===== src/design/swlm_pkg.sv =====
package swlm_pkg;

  localparam int unsigned BinWidth   = 16;
  localparam int unsigned ColWidth   = 12;
  localparam int unsigned IdxWidth   = 8;
  localparam int unsigned CfgWidth   = 16;
  localparam int unsigned CfgIdxW    = 3;
  localparam int unsigned InTdataW   = 16;
  localparam int unsigned OutTdataW  = 24;

  typedef logic [CfgIdxW-1:0] cfg_idx_t;

  typedef enum logic [CfgIdxW-1:0] {
    REG_FRAME_DECIMATION = 3'd0,
    REG_BINS_PER_COLUMN  = 3'd1,
    REG_COLUMN_COUNT     = 3'd2,
    REG_MIN_LEVEL        = 3'd3,
    REG_INDEX_GAIN       = 3'd4
  } cfg_reg_e;

  localparam logic [15:0] FrameDecReset = 16'd1;
  localparam logic [6:0]  BinsPerColReset = 7'd1;
  localparam logic [12:0] ColCountReset = 13'd4096;
  localparam logic signed [15:0] MinLevelReset = -16'sd25600;
  localparam logic [15:0] IndexGainReset = 16'd256;
  localparam logic signed [BinWidth-1:0] LevelFloor = {1'b1, {(BinWidth-1){1'b0}}};

endpackage


===== src/design/spectrum_waterfall_line_mapper_top.sv =====
// spectrum waterfall line mapper
// input stream: one spectrum bin per item (signed q8.8 dB in tdata), tlast on the
// last bin of each fft frame. output stream: one item per finished display
// column with the column number and palette index in tdata, tlast on the last
// column of a line. only one frame in frame_decimation is mapped; each group of
// bins_per_column bins is max-held and scaled by (max - min_level) * index_gain
// >> 16, clamped to the palette range.
// configuration registers are written through cfg_we_i / cfg_index_i / cfg_data_i
// while the stream is idle; they take effect at once.
// pipeline: input register, column state stage, multiply and clamp stage. a
// result passes the column state and output registers after the edge that accepts
// its last bin. one bin is taken every cycle unless the output is held, and the
// 16x16 multiply is a single stage. all three stages advance together: when the
// output item is held by a low m_axis_tready, s_axis_tready drops and nothing is lost.
// reset clears the frame and column counters, marks the first frame as kept
// and loads the register defaults.
module spectrum_waterfall_line_mapper_top #(
  parameter int unsigned RESOLUTION          = 256,
  parameter int unsigned MAX_COLUMNS         = 4096,
  parameter int unsigned MAX_BINS_PER_COLUMN = 64
) (
  input  logic                               clk_i,
  input  logic                               rst_ni,
  input  logic                               cfg_we_i,
  input  swlm_pkg::cfg_idx_t                 cfg_index_i,
  input  logic [swlm_pkg::CfgWidth-1:0]      cfg_data_i,
  input  logic                               s_axis_tvalid,
  output logic                               s_axis_tready,
  input  logic [swlm_pkg::InTdataW-1:0]      s_axis_tdata,  // [15:0] bin_value
  input  logic                               s_axis_tlast,  // frame_last
  output logic                               m_axis_tvalid,
  input  logic                               m_axis_tready,
  output logic [swlm_pkg::OutTdataW-1:0]     m_axis_tdata,  // [11:0] column, [19:12] color_index
  output logic                               m_axis_tlast   // line_last
);
  import swlm_pkg::*;

  localparam int unsigned PW  = $clog2(MAX_COLUMNS + 1);
  localparam int unsigned BW  = $clog2(MAX_BINS_PER_COLUMN + 1);
  localparam int unsigned BIW = (MAX_BINS_PER_COLUMN > 1) ? $clog2(MAX_BINS_PER_COLUMN) : 1;
  localparam logic [15:0] IdxMax = 16'(RESOLUTION - 1);

  // configuration registers
  logic [15:0]        frame_dec_q;
  logic [6:0]         bins_per_col_q;
  logic [12:0]        col_count_q;
  logic signed [15:0] min_level_q;
  logic [15:0]        index_gain_q;

  always_ff @(posedge clk_i or negedge rst_ni) begin
    if (!rst_ni) begin
      frame_dec_q    <= FrameDecReset;
      bins_per_col_q <= BinsPerColReset;
      col_count_q    <= ColCountReset;
      min_level_q    <= MinLevelReset;
      index_gain_q   <= IndexGainReset;
    end else if (cfg_we_i) begin
      unique case (cfg_index_i)
        REG_FRAME_DECIMATION: frame_dec_q    <= cfg_data_i;
        REG_BINS_PER_COLUMN:  bins_per_col_q <= cfg_data_i[6:0];
        REG_COLUMN_COUNT:     col_count_q    <= cfg_data_i[12:0];
        REG_MIN_LEVEL:        min_level_q    <= cfg_data_i;
        REG_INDEX_GAIN:       index_gain_q   <= cfg_data_i;
        default: ;
      endcase
    end
  end

  // effective settings
  logic [15:0]   dec;
  logic [BW-1:0] bpc;
  logic [PW-1:0] cols;

  always_comb begin
    dec = (frame_dec_q == 16'd0) ? 16'd1 : frame_dec_q;
    if (bins_per_col_q == 7'd0) begin
      bpc = BW'(1);
    end else if (32'(bins_per_col_q) > MAX_BINS_PER_COLUMN) begin
      bpc = BW'(MAX_BINS_PER_COLUMN);
    end else begin
      bpc = BW'(bins_per_col_q);
    end
    if (col_count_q == 13'd0) begin
      cols = PW'(1);
    end else if (32'(col_count_q) > MAX_COLUMNS) begin
      cols = PW'(MAX_COLUMNS);
    end else begin
      cols = PW'(col_count_q);
    end
  end

  // pipeline control
  logic out_valid_q;
  logic adv;
  assign adv = !out_valid_q || m_axis_tready;
  assign s_axis_tready = adv;

  // input register
  logic                       in_valid_q;
  logic signed [BinWidth-1:0] in_bin_q;
  logic                       in_last_q;

  always_ff @(posedge clk_i or negedge rst_ni) begin
    if (!rst_ni) begin
      in_valid_q <= 1'b0;
    end else if (adv) begin
      in_valid_q <= s_axis_tvalid;
    end
  end

  always_ff @(posedge clk_i) begin
    if (adv && s_axis_tvalid) begin
      in_bin_q  <= s_axis_tdata[BinWidth-1:0];
      in_last_q <= s_axis_tlast;
    end
  end

  // column state
  logic [15:0]                frame_cnt_q, frame_cnt_d;
  logic                       frame_kept_q, frame_kept_d;
  logic [BIW-1:0]             bin_in_col_q, bin_in_col_d;
  logic [PW-1:0]              col_pos_q, col_pos_d;
  logic signed [BinWidth-1:0] run_max_q, run_max_d;

  logic                       active;
  logic                       emit;
  logic                       line_end;
  logic [BW-1:0]              filled;
  logic signed [BinWidth-1:0] new_max;
  logic [16:0]                next_cnt;

  always_comb begin
    frame_cnt_d  = frame_cnt_q;
    frame_kept_d = frame_kept_q;
    bin_in_col_d = bin_in_col_q;
    col_pos_d    = col_pos_q;
    run_max_d    = run_max_q;
    active   = in_valid_q && frame_kept_q && (col_pos_q < cols);
    filled   = BW'(bin_in_col_q) + BW'(1);
    new_max  = (in_bin_q > run_max_q) ? in_bin_q : run_max_q;
    emit     = active && ((filled >= bpc) || in_last_q);
    line_end = (32'(col_pos_q) + 32'd1 >= 32'(cols)) || in_last_q;
    next_cnt = {1'b0, frame_cnt_q} + 17'd1;
    if (active) begin
      if (emit) begin
        col_pos_d    = col_pos_q + PW'(1);
        bin_in_col_d = '0;
        run_max_d    = LevelFloor;
      end else begin
        bin_in_col_d = BIW'(filled);
        run_max_d    = new_max;
      end
    end
    if (in_valid_q && in_last_q) begin
      frame_cnt_d  = (next_cnt >= {1'b0, dec}) ? 16'd0 : next_cnt[15:0];
      frame_kept_d = (frame_cnt_d == 16'd0);
      bin_in_col_d = '0;
      col_pos_d    = '0;
      run_max_d    = LevelFloor;
    end
  end

  always_ff @(posedge clk_i or negedge rst_ni) begin
    if (!rst_ni) begin
      frame_cnt_q  <= '0;
      frame_kept_q <= 1'b1;
      bin_in_col_q <= '0;
      col_pos_q    <= '0;
      run_max_q    <= LevelFloor;
    end else if (adv) begin
      frame_cnt_q  <= frame_cnt_d;
      frame_kept_q <= frame_kept_d;
      bin_in_col_q <= bin_in_col_d;
      col_pos_q    <= col_pos_d;
      run_max_q    <= run_max_d;
    end
  end

  // finished column waiting for scaling
  logic                       mid_valid_q;
  logic signed [BinWidth-1:0] mid_max_q;
  logic [ColWidth-1:0]        mid_col_q;
  logic                       mid_line_end_q;

  always_ff @(posedge clk_i or negedge rst_ni) begin
    if (!rst_ni) begin
      mid_valid_q <= 1'b0;
    end else if (adv) begin
      mid_valid_q <= emit;
    end
  end

  always_ff @(posedge clk_i) begin
    if (adv && emit) begin
      mid_max_q      <= new_max;
      mid_col_q      <= col_pos_q[ColWidth-1:0];
      mid_line_end_q <= line_end;
    end
  end

  // scale and clamp
  logic signed [16:0] diff;
  logic [31:0]        prod;
  logic [15:0]        idx_full;
  logic [IdxWidth-1:0] idx;

  always_comb begin
    diff     = 17'(mid_max_q) - 17'(min_level_q);
    prod     = 32'(diff[15:0]) * 32'(index_gain_q);
    idx_full = prod[31:16];
    if (diff <= 17'sd0) begin
      idx = '0;
    end else if (idx_full > IdxMax) begin
      idx = IdxMax[IdxWidth-1:0];
    end else begin
      idx = idx_full[IdxWidth-1:0];
    end
  end

  logic [ColWidth-1:0] out_col_q;
  logic [IdxWidth-1:0] out_idx_q;
  logic                out_last_q;

  always_ff @(posedge clk_i or negedge rst_ni) begin
    if (!rst_ni) begin
      out_valid_q <= 1'b0;
    end else if (adv) begin
      out_valid_q <= mid_valid_q;
    end
  end

  always_ff @(posedge clk_i) begin
    if (adv && mid_valid_q) begin
      out_col_q  <= mid_col_q;
      out_idx_q  <= idx;
      out_last_q <= mid_line_end_q;
    end
  end

  assign m_axis_tvalid = out_valid_q;
  assign m_axis_tdata  = {(OutTdataW - ColWidth - IdxWidth)'(0), out_idx_q, out_col_q};
  assign m_axis_tlast  = out_last_q;

  a_kept_matches_counter: assert property (@(posedge clk_i) disable iff (!rst_ni)
    frame_kept_q == (frame_cnt_q == 16'd0))
    else $error("frame kept flag out of step with frame counter");

  a_col_bounded: assert property (@(posedge clk_i) disable iff (!rst_ni)
    32'(col_pos_q) <= MAX_COLUMNS)
    else $error("column position beyond maximum");

  a_mid_to_out: assert property (@(posedge clk_i) disable iff (!rst_ni)
    adv && mid_valid_q |=> out_valid_q)
    else $error("finished column dropped before output");

  a_frame_end_clears: assert property (@(posedge clk_i) disable iff (!rst_ni)
    adv && in_valid_q && in_last_q |=> col_pos_q == '0 && bin_in_col_q == '0)
    else $error("column state not cleared at frame end");

endmodule


===== config.mk =====
export PLATFORM = sky130hd
export DESIGN_NAME = spectrum_waterfall_line_mapper_top
export DESIGN_NICKNAME = d
export VERILOG_FILES = /design/src/design/swlm_pkg.sv /design/src/design/spectrum_waterfall_line_mapper_top.sv
export SDC_FILE = /design/constraint.sdc
export NUM_CORES = 1
export LEC_CHECK = 0
export BUFFER_PORTS_ARGS = -buffer_cell sky130_fd_sc_hd__buf_2
export CORE_MARGIN = 2
export CORE_UTILIZATION = 30
export DETAILED_ROUTE_END_ITERATION = 8
export HOLD_SLACK_MARGIN = 0.06
export PLACE_DENSITY = 0.43
export RECOVER_POWER = 50
export SLEW_MARGIN = 30
export SYNTH_ARGS = -nofsm -noshare
export SYNTH_HDL_FRONTEND = slang
export SYNTH_SLANG_ARGS = --single-unit

===== constraint.sdc =====
create_clock -name clk_i -period 8.57 [get_ports clk_i]
set_input_delay 1.2855 -clock clk_i [delete_from_list [all_inputs] [get_ports clk_i]]
set_output_delay 1.2855 -clock clk_i [all_outputs]
set_load 0.02 [all_outputs]

### After elaboration in Yosys (flattened, before gate mapping)

Cells that the tools add are included.

| storage, ports and cells | value |
|---|---|
| register bits | 190 |
| input bits | 41 |
| output and inout bits | 27 |
| logic and storage cells | 83 |

| cells by class | value |
|---|---|
| add/subtract/negate cells | 5 |
| $mul | 1 |
| order comparisons | 9 |
| eq/ne operators | 4 |
| muxes and demuxes | 17 |
| reductions and logical operators | 26 |

Operator list:

| operator | number |
|---|---|
| $mux 16 | 6 |
| $mux 13 | 5 |
| $logic_not 16->1 | 2 |
| $mul 16x16->32 | 1 |
| $mux 6 | 3 |
| $add 16x1->17 const B | 1 |
| $ge 17x16->1 | 1 |
| $le 17x1->1 const B | 1 |
| $sub 16x16->17 | 1 |
| $gt 16x16->1 | 1 |
| $gt 16x8->1 const B | 1 |
| $add 13x1->14 const B | 1 |
| $ge 14x13->1 | 1 |
| $mux 7 | 2 |
| $reduce_and 2->1 | 7 |
| $add 13x1->13 const B | 1 |
| $gt 13x13->1 const B | 1 |
| $logic_not 13->1 | 1 |
| $lt 13x13->1 | 1 |
| $mux 8 | 1 |
| $add 6x1->7 const B | 1 |
| $ge 7x7->1 | 1 |
| $gt 7x7->1 const B | 1 |
| $logic_and 1x1->1 | 7 |
| 9 further kinds | 13 |

### Logic depth before layout (Yosys ltp)

| depth | value |
|---|---|
| depth after elaboration | 9 |
| mapped depth | 32 |
| depth with buffers taken out | 31 |

### Least setup slack after synthesis

No wires, ideal clock.

| path | value |
|---|---|
| path kind | flip-flop to flip-flop |
| start | register min_level_q[0] |
| end | register out_idx_q[6], data pin |
| library setup time | 0.281 ns |
| arrival | 8.305 ns |
| required time | 8.289 ns |
| path slack | -0.016 ns |
| stages on the path, launching flop included | 30 |
| path buffers | 1 |
| period minus slack after synthesis | 8.586 ns |
| cells stage by stage | dfrtp_1 ha_1 fa_1 nor2b_4 o31a_4 o211ai_1 a31oi_1 a21o_1 a21oi_1 xnor2_1 clkbuf_1 nand2_1 fa_1 fa_1 inv_1 fa_1 fa_1 fa_1 inv_1 fa_1 inv_1 ha_1 nand2_1 or3_1 o311a_1 a211o_1 a32o_1 xnor2_1 a2111oi_2 a21oi_1 |

| between the ends | value |
|---|---|
| cells in the longest elaborated chain, start to end | 4 |
| elaborated cells between the ends (all ways) | 5 |

Ends and longest elaborated chain:

| item | line | RTL |
|---|---|---|
| start: declaration | spectrum_waterfall_line_mapper_top.sv:47 | `logic signed [15:0] min_level_q;` |
| start signal: assignment | spectrum_waterfall_line_mapper_top.sv:55 | `min_level_q <= MinLevelReset;` |
| start signal: assignment | spectrum_waterfall_line_mapper_top.sv:62 | `REG_MIN_LEVEL: min_level_q <= cfg_data_i;` |
| $sub 16x16->17 * | spectrum_waterfall_line_mapper_top.sv:208 | `diff = 17'(mid_max_q) - 17'(min_level_q);` |
| $mul 16x16->32 | spectrum_waterfall_line_mapper_top.sv:209 | `prod = 32'(diff[15:0]) * 32'(index_gain_q);` |
| $gt 16x8->1 | spectrum_waterfall_line_mapper_top.sv:213 | `end else if (idx_full > IdxMax) begin` |
| $mux 8 | spectrum_waterfall_line_mapper_top.sv:213 |  |
| end signal: assignment | spectrum_waterfall_line_mapper_top.sv:235 | `out_idx_q <= idx;` |
| end: declaration | spectrum_waterfall_line_mapper_top.sv:221 | `logic [IdxWidth-1:0] out_idx_q;` |

Every way passes the cells marked *; elsewhere a longest branch is shown, timed or not.
A chain may end at the register's enable or synchronous reset.

### Final worst setup path

| path | value |
|---|---|
| start | register mid_max_q[0] |
| end | register out_idx_q[5], data pin |

| between the ends | value |
|---|---|
| cells in the longest elaborated chain, start to end | 4 |
| elaborated cells between the ends (all ways) | 5 |

Ends and longest elaborated chain:

| item | line | RTL |
|---|---|---|
| start: declaration | spectrum_waterfall_line_mapper_top.sv:181 | `logic signed [BinWidth-1:0] mid_max_q;` |
| start signal: assignment | spectrum_waterfall_line_mapper_top.sv:195 | `mid_max_q <= new_max;` |
| $sub 16x16->17 * | spectrum_waterfall_line_mapper_top.sv:208 |  |
| $mul 16x16->32 | spectrum_waterfall_line_mapper_top.sv:209 |  |
| $gt 16x8->1 | spectrum_waterfall_line_mapper_top.sv:213 |  |
| $mux 8 | spectrum_waterfall_line_mapper_top.sv:213 |  |

Marked as above.

==> impl_metrics.toml <==
[routing]
remaining_drc_errors = 0
postRouteWirelength_mm = 47.8
num_vias = 13200
drt-vias-per-instance = 4.73
dr.pass1.iters = 5
wl_met2_mm = 23.3
m1WireLength_mm = 22.8
drt.antenna.violating_nets = 0
drt_iter0_markers = 586
wl_met3_mm = 1.08
routed.top_layer = "met4"
wl_per_cell_um = 17.1

[critical_path]
critPathCapture = "out_idx_q[5]"
crit_family = "adder cells"
cp_num_buf_inv = 8
rr_endpoint = "out_idx_q[5]"
r2r_start = "mid_max_q[0]"
required_ns = 8.78
critPathKind = "flop to flop"
crit_start = "mid_max_q[0]"
slowest_stage = "fa_1"
crit_path_frequent_cell = "fa_1"
crit_path_start_kind = "flop"
cp.arrival_ns = 8.34
critPathCaptureType = "flop"
worst-path-stages = 34
path_max_fanout = 8
rr_worst_depth = 34
slowest_delay_ns = 0.54
ff2ff_setup_slack_ns = 0.44

[layout]
fin_util = 0.342
layout.nets = 2411
area_delta_synth_final_pct = 13.2
stdcell_count = 2794
drive_gt1_frac = 0.131
diodes = 0

[global_route]
grt_pass1_vias = 14300
antenna_found_initial = 0
grt_usage = 0.159
grt_max_degree = 44
grt_overflow = 0
grt_pass1_wl_mm = 79.3

[logic_synthesis]
synthTopCellsByCount = "inv_1 (320), nand2_1 (275), fa_1 (194)"
synth_top_area_frac = 0.210
ys_seq_area_frac = 0.275
synth_edf_count = 67
yosysWarnings = 0
synth-async-reset-ratio = 0.647
netlist_area_um2 = 18500
synth_area_leaders = "fa_1 (21%), dfrtp_1 (15%), ha_1 (12%), edfxtp_1 (11%), inv_1 (6.5%)"
synth_most_common_cell = "inv_1"
synthFlopType = "dfrtp_1"
synth_seq_cells = 190
yosys.area.top_type = "fa_1"
netlist_instances = 1919
syn_avg_cell_area_um2 = 9.66
synth_cell_types = 78

[clocking]
clockRootBuffer = "clkbuf_16"
cts_buffer_depth = 2
clock_sinks = 190
tritoncts.num_buffers = 17
cts_max_level = 4
clk_latency_ns = 0.48
clk_pin_slew_worst_paths_ns = 0.08
tritoncts = "yes"

[timing]
slew_violations = 128
setup_violations = 0
tightest_slew_ns = 2.42
period_share = 0.949
fmax_mhz = 123
timing.hold.ws_ns = 0.412
finClkSkew_ns = 0.0150
slew_headroom = -0.614
setup_ws_ns = 0.439
fin_crit_ns = 8.13
finalHoldViolCount = 0

[outcome]
status = "finished with violations"
violations = "max-capacitance violations, max-slew violations"

[floorplanning]
std_cell_rows = 91
start_util = 0.302
ios = 68
die_height_um = 253
die_w_um = 253
die_area_um2 = 63800
core_um2 = 61400

[place]
dp.cells = 2749
io_buffer_count = 63
dp_slack_ns = -0.101
hpwl_mm = 38.3
place_congestion = 0.820

[worst_hold_path]
hold_path_class = "flop to flop"
hp-start = "mid_col_q[1]"

[run]
maxCapViolations = 3
[stage by stage]
stage | TNS (ns) | cell area, um2
6_report | 0 | 21000
5_1_grt | -0.00392 | 21000
4_1_cts | 0 | 20600
3_5_place_dp | -0.712 | 20000
3_3_place_gp | -0.115 | 19900
2_1_floorplan | 0 | 18600
[cell families after synthesis]
logic type / after synthesis / synth area share
AO/OA/AOI/OAI: 274 / 0.0984
XOR/XNOR: 53 / 0.0250
adder cells (fa/ha/maj): 379 / 0.334
buffers and inverters: 390 / 0.0799
flip-flops: 190 / 0.275
multiplexers: 58 / 0.0349
other: 1 / 0.000202
AND/OR/NAND/NOR: 574 / 0.152
[worst min path at each step]
stage / end / slack (ns) / cells after the start
final: out_col_q[1] / 0.41 / 0
after global routing: out_col_q[1] / 0.43 / 0
after CTS: out_col_q[1] / 0.41 / 0
after detailed placement: out_col_q[1] / 0.41 / 0
after global placement: out_col_q[4] / 0.40 / 0
after floorplan: m_axis_tlast / 0.40 / 0
[layout by cell type (no fill, tap or decap), types with 7 or more instances in the layout]
cell and instances:
a21o_1 25, a21oi_1 54, a22o_1 25, a31oi_1 8, and2_1 95, and3_1 14
buf_2 61, buf_4 46, clkbuf_1 7, clkbuf_16 17, dfrtp_1 113, dfstp_2 10
edfxtp_1 67, fa_1 193, ha_1 178, inv_1 319, mux2_2 53, nand2_1 274
nand2b_1 16, nand3_1 35, nand4_1 18, nor2_1 36, nor2b_1 31, nor3_1 9
nor4_1 8, o21a_1 11, o21ai_0 75, o21bai_1 8, xnor2_1 27, xor2_1 18
[area by class of cell]
class | instances | area (um2)
clock buffer | 17 | 425
clock inverter | 15 | 151
fill | 6264 | 40400
inverter | 320 | 1200
multi-input combinational | 1342 | 12300
sequential | 190 | 5100
tap | 790 | 988
timing repair buffer | 120 | 777
[layer usage]
layer,global-route usage,vias to the layer above
li1,-,6419
met5,0,-
met1,0.212,6606
met3,0.0228,37
met4,0.0382,0
met2,0.272,164
[registers in the layout, summed over array words and instances, names as in the netlist, 12 cells and up]
signal and count:
run_max_q 16, col_pos_q 13, mid_max_q 16, index_gain_q 16, out_col_q 12, frame_cnt_q 16, in_bin_q 16, mid_col_q 12
min_level_q 16, col_count_q 13, frame_dec_q 16
[what timing repair did]
item,in CTS,in global routing
endpoints found under the setup margin,8,8
pin swaps,0,19
hold buffers,0,0
gates resized for setup,4,49
setup buffers,0,13
Power is left out: the tool's default activity adds up to more than one toggle a clock period on the data nets, which glitch-free logic cannot reach.
